==> src/hw/rtl/http_body_chunked_decoder_macros.svh <==
// ---------------------------------------------------------------------------
// HTTP body decoder assertion macros
// Shared concurrent assertion forms, reset-qualified.
// ---------------------------------------------------------------------------
`ifndef HTTP_BODY_CHUNKED_DECODER_MACROS_SVH
`define HTTP_BODY_CHUNKED_DECODER_MACROS_SVH

// same-cycle implication
`define HBCD_ASSERT_IMPL(lbl, clk_s, rst_s, ante, cons, msg) \
  lbl: assert property (@(posedge clk_s) disable iff (rst_s) (ante) |-> (cons)) \
    else $error(msg);

// next-cycle implication
`define HBCD_ASSERT_NEXT(lbl, clk_s, rst_s, ante, cons, msg) \
  lbl: assert property (@(posedge clk_s) disable iff (rst_s) (ante) |=> (cons)) \
    else $error(msg);

`endif

==> src/hw/rtl/hbcd_pkg.sv <==
// ---------------------------------------------------------------------------
// HTTP body decoder package
// Status codes, register indexes, character constants and hex decode.
// ---------------------------------------------------------------------------
`timescale 1ns / 1ps
`default_nettype none

package hbcd_pkg;

  localparam int unsigned COUNT_WIDTH_DEF = 32;
  localparam int unsigned CFG_W           = 32;
  localparam int unsigned CFG_INDEX_W     = 2;

  typedef logic [CFG_INDEX_W-1:0] cfg_index_t;
  typedef logic [CFG_W-1:0]       cfg_data_t;
  typedef logic [7:0]             byte_t;

  typedef enum logic [1:0] {
    ST_PENDING = 2'd0,
    ST_OK      = 2'd1,
    ST_BAD     = 2'd2,
    ST_LARGE   = 2'd3
  } status_t;

  localparam cfg_index_t CFG_CHUNKED_MODE  = 2'd0;
  localparam cfg_index_t CFG_CONTENT_LEN   = 2'd1;
  localparam cfg_index_t CFG_MAX_BODY_SIZE = 2'd2;

  localparam cfg_data_t MAX_BODY_RESET = 32'd4096;

  localparam byte_t CH_CR = 8'h0d;
  localparam byte_t CH_LF = 8'h0a;

  typedef struct packed {
    logic       ok;
    logic [3:0] val;
  } hex_t;

  function automatic hex_t hex_decode(input byte_t c);
    hex_t h;
    h.ok  = 1'b1;
    h.val = 4'd0;
    if (c >= "0" && c <= "9") begin
      h.val = 4'(c - "0");
    end else if (c >= "a" && c <= "f") begin
      h.val = 4'(c - "a" + 8'd10);
    end else if (c >= "A" && c <= "F") begin
      h.val = 4'(c - "A" + 8'd10);
    end else begin
      h.ok = 1'b0;
    end
    return h;
  endfunction

endpackage

`default_nettype wire

==> src/hw/rtl/http_body_chunked_decoder.sv <==
// ---------------------------------------------------------------------------
// HTTP body chunked decoder
// Per-byte body framing: fixed length or chunked transfer, with status.
// ---------------------------------------------------------------------------
//  channel | signals                                   | direction
//  in      | in_valid/in_ready, data_byte, start_of_message | byte stream in
//  out     | out_valid/out_ready, payload_*, status    | one word per byte
//  cfg     | cfg_we, cfg_index, cfg_data               | register write
//
// One byte per cycle sustained while the result is not stalled; an accepted
// byte passes the input register, then the result register. Decoding compares
// against the limits plus a counter update. Reset clears decoder state and
// loads register defaults; no clearing pass. A stalled result holds the
// input register, which in turn drops in_ready.
// ---------------------------------------------------------------------------
`timescale 1ns / 1ps
`default_nettype none
`include "http_body_chunked_decoder_macros.svh"

module http_body_chunked_decoder #(
  parameter int unsigned COUNT_WIDTH = hbcd_pkg::COUNT_WIDTH_DEF
) (
  input  wire                  clk,
  input  wire                  rst,
  input  wire                  in_valid,
  output logic                 in_ready,
  input  hbcd_pkg::byte_t      data_byte,
  input  wire                  start_of_message,
  output logic                 out_valid,
  input  wire                  out_ready,
  output hbcd_pkg::byte_t      payload_byte,
  output logic                 payload_valid,
  output hbcd_pkg::status_t    parse_status,
  input  wire                  cfg_we,
  input  hbcd_pkg::cfg_index_t cfg_index,
  input  hbcd_pkg::cfg_data_t  cfg_data
);
  import hbcd_pkg::*;

  localparam int unsigned CMP_W = (COUNT_WIDTH > CFG_W) ? COUNT_WIDTH : CFG_W;

  // configuration
  logic      chunked_mode;
  cfg_data_t content_length;
  cfg_data_t max_body_size;

  // input register
  logic  s1_valid;
  byte_t s1_byte;
  logic  s1_sof;
  logic  advance;

  // decoder state
  logic                   in_size_line, in_size_line_next;
  logic                   cr_seen, cr_seen_next;
  logic                   last_chunk, last_chunk_next;
  logic [COUNT_WIDTH-1:0] remaining_count, remaining_count_next;
  logic [COUNT_WIDTH-1:0] body_count, body_count_next;
  status_t                final_status, final_status_next;

  // step results
  logic    fwd;
  status_t st;

  assign advance  = s1_valid && (!out_valid || out_ready);
  assign in_ready = !s1_valid || advance;

  always_ff @(posedge clk) begin
    if (rst) begin
      chunked_mode   <= 1'b0;
      content_length <= '0;
      max_body_size  <= MAX_BODY_RESET;
    end else if (cfg_we) begin
      case (cfg_index)
        CFG_CHUNKED_MODE:  chunked_mode   <= cfg_data[0];
        CFG_CONTENT_LEN:   content_length <= cfg_data;
        CFG_MAX_BODY_SIZE: max_body_size  <= cfg_data;
        default: ;
      endcase
    end
  end

  always_ff @(posedge clk) begin
    if (rst) begin
      s1_valid <= 1'b0;
    end else if (in_ready) begin
      s1_valid <= in_valid;
    end
  end

  always_ff @(posedge clk) begin
    if (in_ready && in_valid) begin
      s1_byte <= data_byte;
      s1_sof  <= start_of_message;
    end
  end

  always_comb begin
    logic                   c_in_size;
    logic                   c_cr;
    logic                   c_last;
    logic [COUNT_WIDTH-1:0] c_rem;
    logic [COUNT_WIDTH-1:0] c_body;
    status_t                c_final;
    logic [COUNT_WIDTH-1:0] body_inc;
    logic [CMP_W-1:0]       body_ext;
    logic [CMP_W-1:0]       inc_ext;
    logic [CMP_W-1:0]       cl_ext;
    logic [CMP_W-1:0]       max_ext;
    hex_t                   hx;

    // start of message clears state ahead of this byte
    c_in_size = s1_sof ? 1'b1 : in_size_line;
    c_cr      = s1_sof ? 1'b0 : cr_seen;
    c_last    = s1_sof ? 1'b0 : last_chunk;
    c_rem     = s1_sof ? '0 : remaining_count;
    c_body    = s1_sof ? '0 : body_count;
    c_final   = s1_sof ? ST_PENDING : final_status;

    body_inc = (c_body != '1) ? c_body + COUNT_WIDTH'(1) : c_body;
    body_ext = CMP_W'(c_body);
    inc_ext  = CMP_W'(body_inc);
    cl_ext   = CMP_W'(content_length);
    max_ext  = CMP_W'(max_body_size);
    hx       = hex_decode(s1_byte);

    in_size_line_next    = c_in_size;
    cr_seen_next         = c_cr;
    last_chunk_next      = c_last;
    remaining_count_next = c_rem;
    body_count_next      = c_body;
    final_status_next    = c_final;
    fwd                  = 1'b0;
    st                   = ST_PENDING;

    if (c_final != ST_PENDING) begin
      st = c_final;
    end else if (!chunked_mode) begin
      // overrun is checked before the size limit
      if (body_ext >= cl_ext) begin
        st = ST_BAD;
      end else if (body_ext >= max_ext) begin
        st = ST_LARGE;
      end else begin
        fwd             = 1'b1;
        body_count_next = body_inc;
        if (inc_ext == cl_ext) begin
          st = ST_OK;
        end
      end
      final_status_next = st;
    end else if (c_in_size) begin
      if (s1_byte == CH_CR) begin
        cr_seen_next = 1'b1;
      end else if (c_cr && s1_byte == CH_LF) begin
        in_size_line_next = 1'b0;
        cr_seen_next      = 1'b0;
        if (c_rem == '0) begin
          last_chunk_next = 1'b1;
        end
      end else if (hx.ok) begin
        // another digit would overflow the counter
        if (c_rem[COUNT_WIDTH-1 -: 4] != 4'd0) begin
          st = ST_BAD;
        end else begin
          remaining_count_next = {c_rem[COUNT_WIDTH-5:0], hx.val};
          cr_seen_next         = 1'b0;
        end
      end else begin
        st = ST_BAD;
      end
      final_status_next = st;
    end else begin
      if (c_rem != '0) begin
        if (body_ext >= max_ext) begin
          st = ST_LARGE;
        end else begin
          fwd                  = 1'b1;
          body_count_next      = body_inc;
          remaining_count_next = c_rem - COUNT_WIDTH'(1);
          cr_seen_next         = 1'b0;
        end
      end else if (s1_byte == CH_CR) begin
        cr_seen_next = 1'b1;
      end else if (c_cr && s1_byte == CH_LF) begin
        in_size_line_next = 1'b1;
        cr_seen_next      = 1'b0;
        if (c_last) begin
          st = ST_OK;
        end
      end else begin
        st = ST_BAD;
      end
      final_status_next = st;
    end
  end

  always_ff @(posedge clk) begin
    if (rst) begin
      in_size_line    <= 1'b1;
      cr_seen         <= 1'b0;
      last_chunk      <= 1'b0;
      remaining_count <= '0;
      body_count      <= '0;
      final_status    <= ST_PENDING;
    end else if (advance) begin
      in_size_line    <= in_size_line_next;
      cr_seen         <= cr_seen_next;
      last_chunk      <= last_chunk_next;
      remaining_count <= remaining_count_next;
      body_count      <= body_count_next;
      final_status    <= final_status_next;
    end
  end

  // result register
  always_ff @(posedge clk) begin
    if (rst) begin
      out_valid <= 1'b0;
    end else if (advance) begin
      out_valid <= 1'b1;
    end else if (out_ready) begin
      out_valid <= 1'b0;
    end
  end

  always_ff @(posedge clk) begin
    if (advance) begin
      payload_byte  <= fwd ? s1_byte : '0;
      payload_valid <= fwd;
      parse_status  <= st;
    end
  end

  `HBCD_ASSERT_IMPL(a_fwd_status, clk, rst, out_valid && payload_valid, parse_status == ST_PENDING || parse_status == ST_OK, "payload word with error status")
  `HBCD_ASSERT_NEXT(a_held_final, clk, rst, advance && !s1_sof && final_status != ST_PENDING, out_valid && !payload_valid && parse_status == $past(final_status), "byte after final status not ignored")
  `HBCD_ASSERT_IMPL(a_last_no_rem, clk, rst, last_chunk && final_status == ST_PENDING, remaining_count == '0, "data remaining after last chunk")
  `HBCD_ASSERT_NEXT(a_count_mono, clk, rst, advance && !s1_sof, body_count >= $past(body_count), "body count went backwards")

endmodule

`default_nettype wire
==> config.mk <==
export PLATFORM = sky130hd
export DESIGN_NAME = http_body_chunked_decoder
export DESIGN_NICKNAME = d
export VERILOG_FILES = /design/src/hw/rtl/hbcd_pkg.sv /design/src/hw/rtl/http_body_chunked_decoder.sv
export VERILOG_INCLUDE_DIRS = /design/src /design/src/hw/rtl
export SDC_FILE = /design/constraint.sdc
export NUM_CORES = 1
export LEC_CHECK = 0
export ABC_AREA = 1
export BUFFER_PORTS_ARGS = -buffer_cell sky130_fd_sc_hd__buf_2
export CORE_ASPECT_RATIO = 1.4
export CORE_MARGIN = 2
export CORE_UTILIZATION = 36
export CTS_BUF_LIST = sky130_fd_sc_hd__clkbuf_8
export DETAILED_ROUTE_END_ITERATION = 8
export GPL_TIMING_DRIVEN = 0
export SLEW_MARGIN = 0
export SYNTH_ARGS = -nofsm -noshare
export SYNTH_HDL_FRONTEND = slang
export SYNTH_SLANG_ARGS = --single-unit
==> constraint.sdc <==
create_clock -name clk -period 3.5 [get_ports clk]
set_input_delay 0 -clock clk [delete_from_list [all_inputs] [get_ports clk]]
set_output_delay 0 -clock clk [all_outputs]
set_load 0.02 [all_outputs]
==> parameters.txt, run 1 <==
Parameter                              Value

Setup path
  Nature of the critical path endpoint ... flip-flop
  Worst r2r dst ... remaining_count[3]
  Worst endpoint required time ... a little under 4 ns
  Worst R2R Path Depth ... 19
  Arr. time, crit path ... ~3.8 ns
  Worst reg2reg path startpoint ... s1_sof
  Highest fanout seen on the critical path ... 10
  Classification of the worst setup path ... reg2reg
  Type of origin of the critical path ... flip-flop
  Worst R2R Setup Slack ... 0.12 ns

Clock network
  Max H-tree Level ... 4
  Maximum root-to-sink buffer count ... 2
  Latest clock arrival within the worst-skew pair ... between 0.5 and 0.6 ns
  Clock transition at the registers of the reported paths ... 0.10 ns
  Number of buffers inserted during clock tree synthesis ... 17
  Cell at the root of the clock tree ... sky130_fd_sc_hd__clkbuf_8
  CTS tree ... yes
  TritonCTS Sinks ... around 160

Synth
  Most area-hungry cell type in the Yosys netlist ... sky130_fd_sc_hd__dfxtp_1
  Post-Syn Area ... around 0.013 mm²
  Unique cell type count in the Yosys netlist ... 44
  Synthesized area divided by synthesized cell count ... 6.06 µm²
  Async SR Flop Fraction ... 0
  Top-area cell type share of the netlist area ... 0.215
  Dominant cells by area after synthesis ... sky130_fd_sc_hd__dfxtp_1, sky130_fd_sc_hd__nand2_1, sky130_fd_sc_hd__nand3_1
  Cell with the most instances after synthesis ... sky130_fd_sc_hd__nand2_1
  Commonest cells in the netlist ... sky130_fd_sc_hd__nand2_1, sky130_fd_sc_hd__nand3_1, sky130_fd_sc_hd__a21oi_1
  YS warnings ... 0
  Sequential element share of the synthesized area ... 0.262
  Number of synthesized flops with an enable pin ... 20
  Nets in the synthesized netlist ... approximately 2,200
  Cells after synthesis ... 2,095
  Post-synthesis register bit count ... 156
  Primary FF master, synth ... sky130_fd_sc_hd__dfxtp_1

Job
  Total of max-cap violations ... 0

Layout
  Fraction of layout instances using a drive strength above 1 ... 0.130
  Growth of design area from synthesis to finish ... 20.5%
  Net count of the finished layout ... between 2,000 and 2,500
  Final design instance area without fill ... about 0.015 mm²
  Final cell count without fillers ... 2,732

Drt
  Remaining number of nets flagged by the antenna check after routing ... 0
  Remaining routing DRC violations ... 0
  Routed length per placed instance ... approximately 20 µm
  Number of optimization iterations in the first detailed-route pass ... 7
  DR vias ... between 15,000 and 20,000
  DRT iter0 DRCs ... ~1,100
  Wirelength, routed ... around 54,000 µm
  Average vias per placed instance ... about 5.5

Global route
  Antenna violations before repair ... 2
  Total congestion overflow after global routing ... 0
  Combined global-route utilization of all metal layers ... 0.289
  Pin count of the biggest net entering global routing ... 21
  Global-route wire length before repair ... ~81,000 µm
  Number of global-route vias before repair ... around 14,000

Power and ir drop
  Leakage Power ... about 0.0068 µW
  Sw frac ... 0.422
  Clock Power Share ... 0.238
  Maximum vdd ir drop ... ~0.00025 V
  Total power draw ... a little under 6000 µW
  Int Pwr ... 3340 µW
  Combinational cell fraction of total power ... 0.414
  Reg power frac ... 0.348
  Switching power of the nets ... ~2400 µW
  Cell area power density ... between 300 and 400 mW/mm²

STA
  Count of endpoints failing setup in the final report ... 0
  Final hold violation count ... 0
  RSZ-0062 raised after global routing ... true
  Tcrit/Tclk final ... 0.965
  Headroom to the max-slew limit ... 0.341
  Minimum period implied by the final worst setup slack ... 3.38 ns
  Least-Margin Pin Slew ... 0.989 ns
  Clock tree skew after final layout ... between 0.02 and 0.025 ns
  Total negative setup slack ... 0 ns
  Count of final max-slew check failures ... 0
  Timing-limited maximum frequency ... a little under 0.3 GHz

Placed design
  Port Buf Inserts ... 60
  Area post-placement ... 0.0136 mm²
  Half-perimeter wire length of the detailed placement result ... ~40,000 µm
  Number of placed instances with taps included ... 2,611
  Final GP Congestion ... ~1.0

Hold path
  Depth of the worst hold-timing path ... 5
  Hold Crit Endpoint ... max_body_size[16]
  Min-Delay Startpoint ... rst
  Type of the tightest min-delay check ... in2reg

Floorplanning
  Width of the die ... 163 µm
  Row cnt ... just over 80
  Starting Density ... 0.364
  Core footprint ... ~0.035 mm²
  Die area ... roughly 0.037 mm²
  Die outline height ... 226 µm
  I/O pin total ... around 60

Status
  Run status ... finished, final reports clean
## registers in the layout, summed over array words and instances (netlist names)
register	cells
body_count	32
content_length	32
max_body_size	32
remaining_count	32
payload_byte	8
s1_byte	8
final_status	2
parse_status	2
chunked_mode	1
cr_seen	1
in_size_line	1
last_chunk	1
out_valid	1
payload_valid	1
s1_sof	1
s1_valid	1
## routing by layer
metal / track usage / share of wire / wire, µm / vias up
li1: - / - / - / 7315
met1: 0.298 / 0.37 / 19800 / 6928
met2: 0.529 / 0.50 / 27100 / 630
met3: 0.0446 / 0.053 / 2850 / 194
met4: 0.204 / 0.075 / 4010 / 2
met5: 0 / 0.00032 / 17 / -
## repair_timing
item,CTS,global route
hold endpoints to repair,76,0
pin swaps,10,17
setup endpoints to repair,78,78
resized for setup,75,97
cloned,0,2
setup buffers,16,19
hold buffers,51,0
## area by class of cell
cell class	instances	area (µm²)
diodes	1	2.50
plain buffers	114	701
clock buffers	17	234
clock inverters	15	125
fillers	3770	19600
inverters	234	893
multi-input cells	1591	8300
flip-flops and latches	156	3320
well taps	456	571
repair buffers	148	1150
## metrics by stage
step                      setup slack, ns   util  hold slack, ns
after floorplan                     0.203      -          0.0989
final                               0.121  0.439          0.0986
after detailed placement            -1.48  0.389           0.179
after global routing              -0.0587  0.439           0.147
after global placement              -1.41  0.389           0.177
after CTS                        0.000391  0.425          0.0766
## cell usage in the layout (no fill, tap or decap), drive strengths merged, types with 2 or more instances in the layout
| cell | n |
|---|---|
| clkinvlp | 2 |
| clkbuf | 89 |
| nand3b | 5 |
| a21oi | 229 |
| nand2 | 568 |
| nor3 | 18 |
| buf | 139 |
| nand3 | 259 |
| a211oi | 4 |
| o211ai | 49 |
| o21ai | 162 |
| clkinv | 11 |
| o221ai | 2 |
| dlygate4sd3 | 51 |
| xor2 | 22 |
| a31oi | 9 |
| dfxtp | 136 |
| nor4 | 8 |
| nand4 | 15 |
| ha | 63 |
| edfxtp | 20 |
| inv | 235 |
| nor2 | 169 |
## worst max-delay path: stages (launching register included)
cell,delay [ns]
sky130_fd_sc_hd__edfxtp_1,0.38
sky130_fd_sc_hd__buf_6,0.15
sky130_fd_sc_hd__clkbuf_4,0.25
sky130_fd_sc_hd__buf_6,0.24
sky130_fd_sc_hd__nor2_4,0.21
sky130_fd_sc_hd__ha_1,0.29
sky130_fd_sc_hd__nand4_1,0.09
sky130_fd_sc_hd__inv_1,0.09
sky130_fd_sc_hd__nand2_1,0.08
sky130_fd_sc_hd__o211ai_1,0.13
sky130_fd_sc_hd__a31oi_4,0.20
sky130_fd_sc_hd__buf_12,0.16
sky130_fd_sc_hd__nand2_8,0.08
sky130_fd_sc_hd__nor2_4,0.17
sky130_fd_sc_hd__buf_4,0.21
sky130_fd_sc_hd__nand2_1,0.06
sky130_fd_sc_hd__nand2_1,0.06
sky130_fd_sc_hd__nand2_1,0.05
sky130_fd_sc_hd__o21bai_1,0.21
sky130_fd_sc_hd__a21oi_1,0.10
## cell families (layout without fill, tap and decap cells)
family | count (synthesis) | in the layout | share of synthesized area
flip-flops | 156 | 156 | 0.262
AO/OA/AOI/OAI | 462 | 462 | 0.196
buffers and inverters | 348 | 528 | 0.114
other | 0 | 1 | 0
AND/OR/NAND/NOR | 1044 | 1044 | 0.351
adder cells (fa/ha/maj) | 63 | 63 | 0.0621
XOR/XNOR | 22 | 22 | 0.0152
## power groups by stage
stage / Combinational [µW] / Sequential [µW] / Clock (µW)
after floorplan: 1330 / 2040 / 0
after global placement: 1950 / 2040 / 0
after detailed placement: 1980 / 2040 / 0
after CTS: 2190 / 2000 / 1390
after global routing: 2590 / 2020 / 1460
final: 2390 / 2010 / 1380
## worst max-delay path by stage
stage / cells after the start / startpoint / slack [ns] / end
2_1_floorplan: 22 / s1_sof / 0.20 / parse_status[0]
3_3_place_gp: 17 / s1_sof / -1.41 / remaining_count[0]
3_5_place_dp: 17 / s1_sof / -1.48 / remaining_count[0]
4_1_cts: 21 / s1_sof / 0.0004 / remaining_count[19]
5_1_grt: 24 / s1_sof / -0.06 / final_status[0]
6_report: 19 / s1_sof / 0.12 / remaining_count[3]
(Power assumes the default switching activity.)
==> run 2, diff against run 1 <==
- CORE_MARGIN: 2 -> 5
- PLACE_DENSITY_LB_ADDON: not set -> 0.25
==> run 2 against run 1 <==
Net effect:
- count of clock-buffer cells in the layout increased by 1
- final area increased by 0.72%
- total power increased by 3.6%
- hold slack got worse by 0.062 ns
- flip-flop and latch count unchanged
- critical path depth increased by 2
- first-iteration DRC count decreased by 10%
- combinational power increased by 3%
- routed wire length increased by 1.8%
- worst setup slack got worse by 0.035 ns
- clock power increased by 9%
==> parameters.txt, run 2 (synthesis results as in run 1) <==
Parameter                              Value

STA
  Timing-limited maximum frequency ... 0.293 GHz (was 0.296 GHz)
  Tcrit/Tclk final ... 0.975 (was 0.965)
  Headroom to the max-slew limit ... 0.443 (was 0.341)
  Count of endpoints failing setup in the final report ... 0 (unchanged)
  Clock tree skew after final layout ... 0.0187 ns (was 0.0204 ns)
  Hold Worst Slack ... 0.0369 ns (was 0.0986 ns)
  Minimum period implied by the final worst setup slack ... 3.41 ns (was 3.38 ns)
  Total negative setup slack ... 0 ns (unchanged)
  Final hold violation count ... 0 (unchanged)
  Least-Margin Pin Slew ... 0.835 ns (was 0.989 ns)
  RSZ-0062 raised after global routing ... true (unchanged)
  Count of final max-slew check failures ... 0 (unchanged)

Floorplanning
  Die outline height ... 232 µm (was 226 µm)
  Row cnt ... 81 (unchanged)
  Starting Density ... 0.364 (unchanged)
  I/O pin total ... 61 (unchanged)
  Core footprint ... 0.0349 mm² (unchanged)
  Width of the die ... 169 µm (was 163 µm)
  Die area ... 0.0392 mm² (was 0.0368 mm²)

Setup path
  Arr. time, crit path ... 3.67 ns (was 3.77 ns)
  Highest fanout seen on the critical path ... 9 (was 10)
  Worst R2R Setup Slack ... 0.09 ns (was 0.12 ns)
  Nature of the critical path endpoint ... flip-flop (unchanged)
  Type of origin of the critical path ... flip-flop (unchanged)
  Classification of the worst setup path ... reg2reg (unchanged)
  Worst r2r dst ... parse_status[1] (was remaining_count[3])
  Worst endpoint required time ... 3.76 ns (was 3.89 ns)
  Worst R2R Path Depth ... 21 (was 19)
  Worst reg2reg path startpoint ... s1_sof (unchanged)

Layout
  Utilization after layout ... 0.442 (was 0.439)
  Growth of design area from synthesis to finish ... 21.4% (was 20.5%)
  Final design instance area without fill ... 0.0154 mm² (was 0.0153 mm²)
  Fraction of layout instances using a drive strength above 1 ... 0.133 (was 0.130)
  Filler Cells Inserted ... 3,762 (was 3,770)
  Commonest non-fill, non-tap cell in the layout ... sky130_fd_sc_hd__nand2_1 (unchanged)
  Net count of the finished layout ... 2,378 (was 2,373)
  Leading cell types in the layout, fill and taps excluded ... sky130_fd_sc_hd__nand2_1, sky130_fd_sc_hd__nand3_1, sky130_fd_sc_hd__a21oi_1, sky130_fd_sc_hd__inv_1, sky130_fd_sc_hd__o21ai_0 (unchanged)

Clock network
  Cell at the root of the clock tree ... sky130_fd_sc_hd__clkbuf_8 (unchanged)
  Clock transition at the registers of the reported paths ... 0.10 ns (about the same)
  Latest clock arrival within the worst-skew pair ... 0.52 ns (about the same)
  Max H-tree Level ... 4 (unchanged)
  CTS tree ... yes (unchanged)
  TritonCTS Sinks ... 156 (unchanged)
  Number of buffers inserted during clock tree synthesis ... 17 (unchanged)
  Maximum root-to-sink buffer count ... 2 (unchanged)

Power and ir drop
  Maximum vdd ir drop ... 0.000241 V (was 0.000249 V)
  Leakage Power ... 0.00688 µW (was 0.00683 µW)
  Total power draw ... 5980 µW (was 5780 µW)
  Cell area power density ... 388 mW/mm² (was 378 mW/mm²)

Hold path
  Type of the tightest min-delay check ... in2reg (unchanged)
  Min-Delay Startpoint ... cfg_we (was rst)
  Hold Crit Endpoint ... max_body_size[0] (was max_body_size[16])
  Depth of the worst hold-timing path ... 5 (unchanged)

Placed design
  Area post-placement ... 0.0136 mm² (unchanged)
  Half-perimeter wire length of the detailed placement result ... 42,100 µm (was 41,200 µm)
  Port Buf Inserts ... 60 (unchanged)
  Final GP Congestion ... 0.982 (was 1.05)

Drt
  Number of optimization iterations in the first detailed-route pass ... 6 (was 7)
  DR vias ... 15,053 (was 15,069)
  DRT iter0 DRCs ... 1,006 (was 1,123)
  Average vias per placed instance ... 5.50 (was 5.52)
  Remaining routing DRC violations ... 0 (unchanged)
  Wirelength, routed ... 54,700 µm (was 53,700 µm)
  Routed length per placed instance ... 20.0 µm (was 19.7 µm)
  Remaining number of nets flagged by the antenna check after routing ... 0 (unchanged)

Global route
  Antenna violations before repair ... 1 (was 2)
  Total congestion overflow after global routing ... 0 (unchanged)
  Pin count of the biggest net entering global routing ... 21 (unchanged)
  Number of global-route vias before repair ... 14,680 (was 14,472)
  Global-route wire length before repair ... 82,100 µm (was 80,500 µm)
  Combined global-route utilization of all metal layers ... 0.273 (was 0.289)

Status
  Run status ... finished, final reports clean (unchanged)

Job
  Total of max-cap violations ... 0 (unchanged)
## run 2: cell count changes in the layout (fill, tap and decap cells not counted), sizes merged
cell    delta
clkinv     -1
buf        +5
clkbuf     +1
inv        -1
bufinv     +1
## run 2: metrics by stage
stage | instances | worst slack (ns)
final | 2737 | 0.0864
after global routing | 2737 | -0.0345
after CTS | 2718 | 0.00483
after detailed placement | 2611 | -1.50
after global placement | 2611 | -1.51
after floorplan | 2095 | 0.203
## run 2: what timing repair did
item | in CTS | in global routing
pin swaps | 10 | 18
setup endpoints to repair | 78 | 73
setup buffers | 24 | 17
cloned | 0 | 1
hold buffers | 51 | 0
gates resized for setup | 75 | 100
endpoints found under the hold margin | 76 | 0
## run 2: where the power goes
group          switching [µW]  internal (µW)
logic                    1570            901
clock network             843            669
registers                72.8           1930
total                    2480           3500
## run 2: cell type report
| class | instances | area [µm²] | area share |
|---|---|---|---|
| Timing Repair Buffer | 153 | 1190 | 0.0772 |
| Inverter | 234 | 891 | 0.0578 |
| Antenna cell | 1 | 2.50 | 0.000162 |
| Buffer | 114 | 729 | 0.0474 |
| Clock buffer | 18 | 248 | 0.0161 |
| Tap cell | 456 | 571 | 0.0370 |
| Multi-Input combinational cell | 1591 | 8290 | 0.538 |
| Sequential cell | 156 | 3320 | 0.216 |
| Clock inverter | 14 | 158 | 0.0102 |
## run 2: routing by layer
layer | share of wire | GRT usage | routed length (µm) | up-vias
li1 | - | - | - | 7320
met1 | 0.37 | 0.288 | 20300 | 6957
met2 | 0.50 | 0.494 | 27500 | 553
met3 | 0.044 | 0.0337 | 2410 | 223
met4 | 0.082 | 0.204 | 4500 | 0
met5 | 0 | 0 | 0 | -
## run 2: critical path: stages, from the launching register on
cell	delay, ns
sky130_fd_sc_hd__edfxtp_1	0.35
sky130_fd_sc_hd__buf_6	0.14
sky130_fd_sc_hd__inv_4	0.06
sky130_fd_sc_hd__buf_12	0.13
sky130_fd_sc_hd__buf_12	0.14
sky130_fd_sc_hd__buf_12	0.13
sky130_fd_sc_hd__buf_12	0.14
sky130_fd_sc_hd__nand2_2	0.08
sky130_fd_sc_hd__inv_2	0.06
sky130_fd_sc_hd__ha_1	0.30
sky130_fd_sc_hd__a21oi_2	0.14
sky130_fd_sc_hd__o21ai_0	0.10
sky130_fd_sc_hd__nor2_1	0.12
sky130_fd_sc_hd__o221ai_1	0.13
sky130_fd_sc_hd__nand2_1	0.16
sky130_fd_sc_hd__nand2_2	0.08
sky130_fd_sc_hd__a21oi_4	0.24
sky130_fd_sc_hd__nand2_2	0.14
sky130_fd_sc_hd__buf_4	0.16
sky130_fd_sc_hd__buf_4	0.14
sky130_fd_sc_hd__nand3_1	0.10
sky130_fd_sc_hd__nand3_2	0.12
## run 2: worst max path at each step
stage	startpoint	end	slack, ns
after floorplan	s1_sof	parse_status[0]	0.20
after global placement	s1_sof	parse_status[0]	-1.51
after detailed placement	s1_sof	parse_status[0]	-1.50
after CTS	s1_sof	payload_byte[0]	0.005
after global routing	s1_sof	body_count[18]	-0.03
final	s1_sof	parse_status[1]	0.09
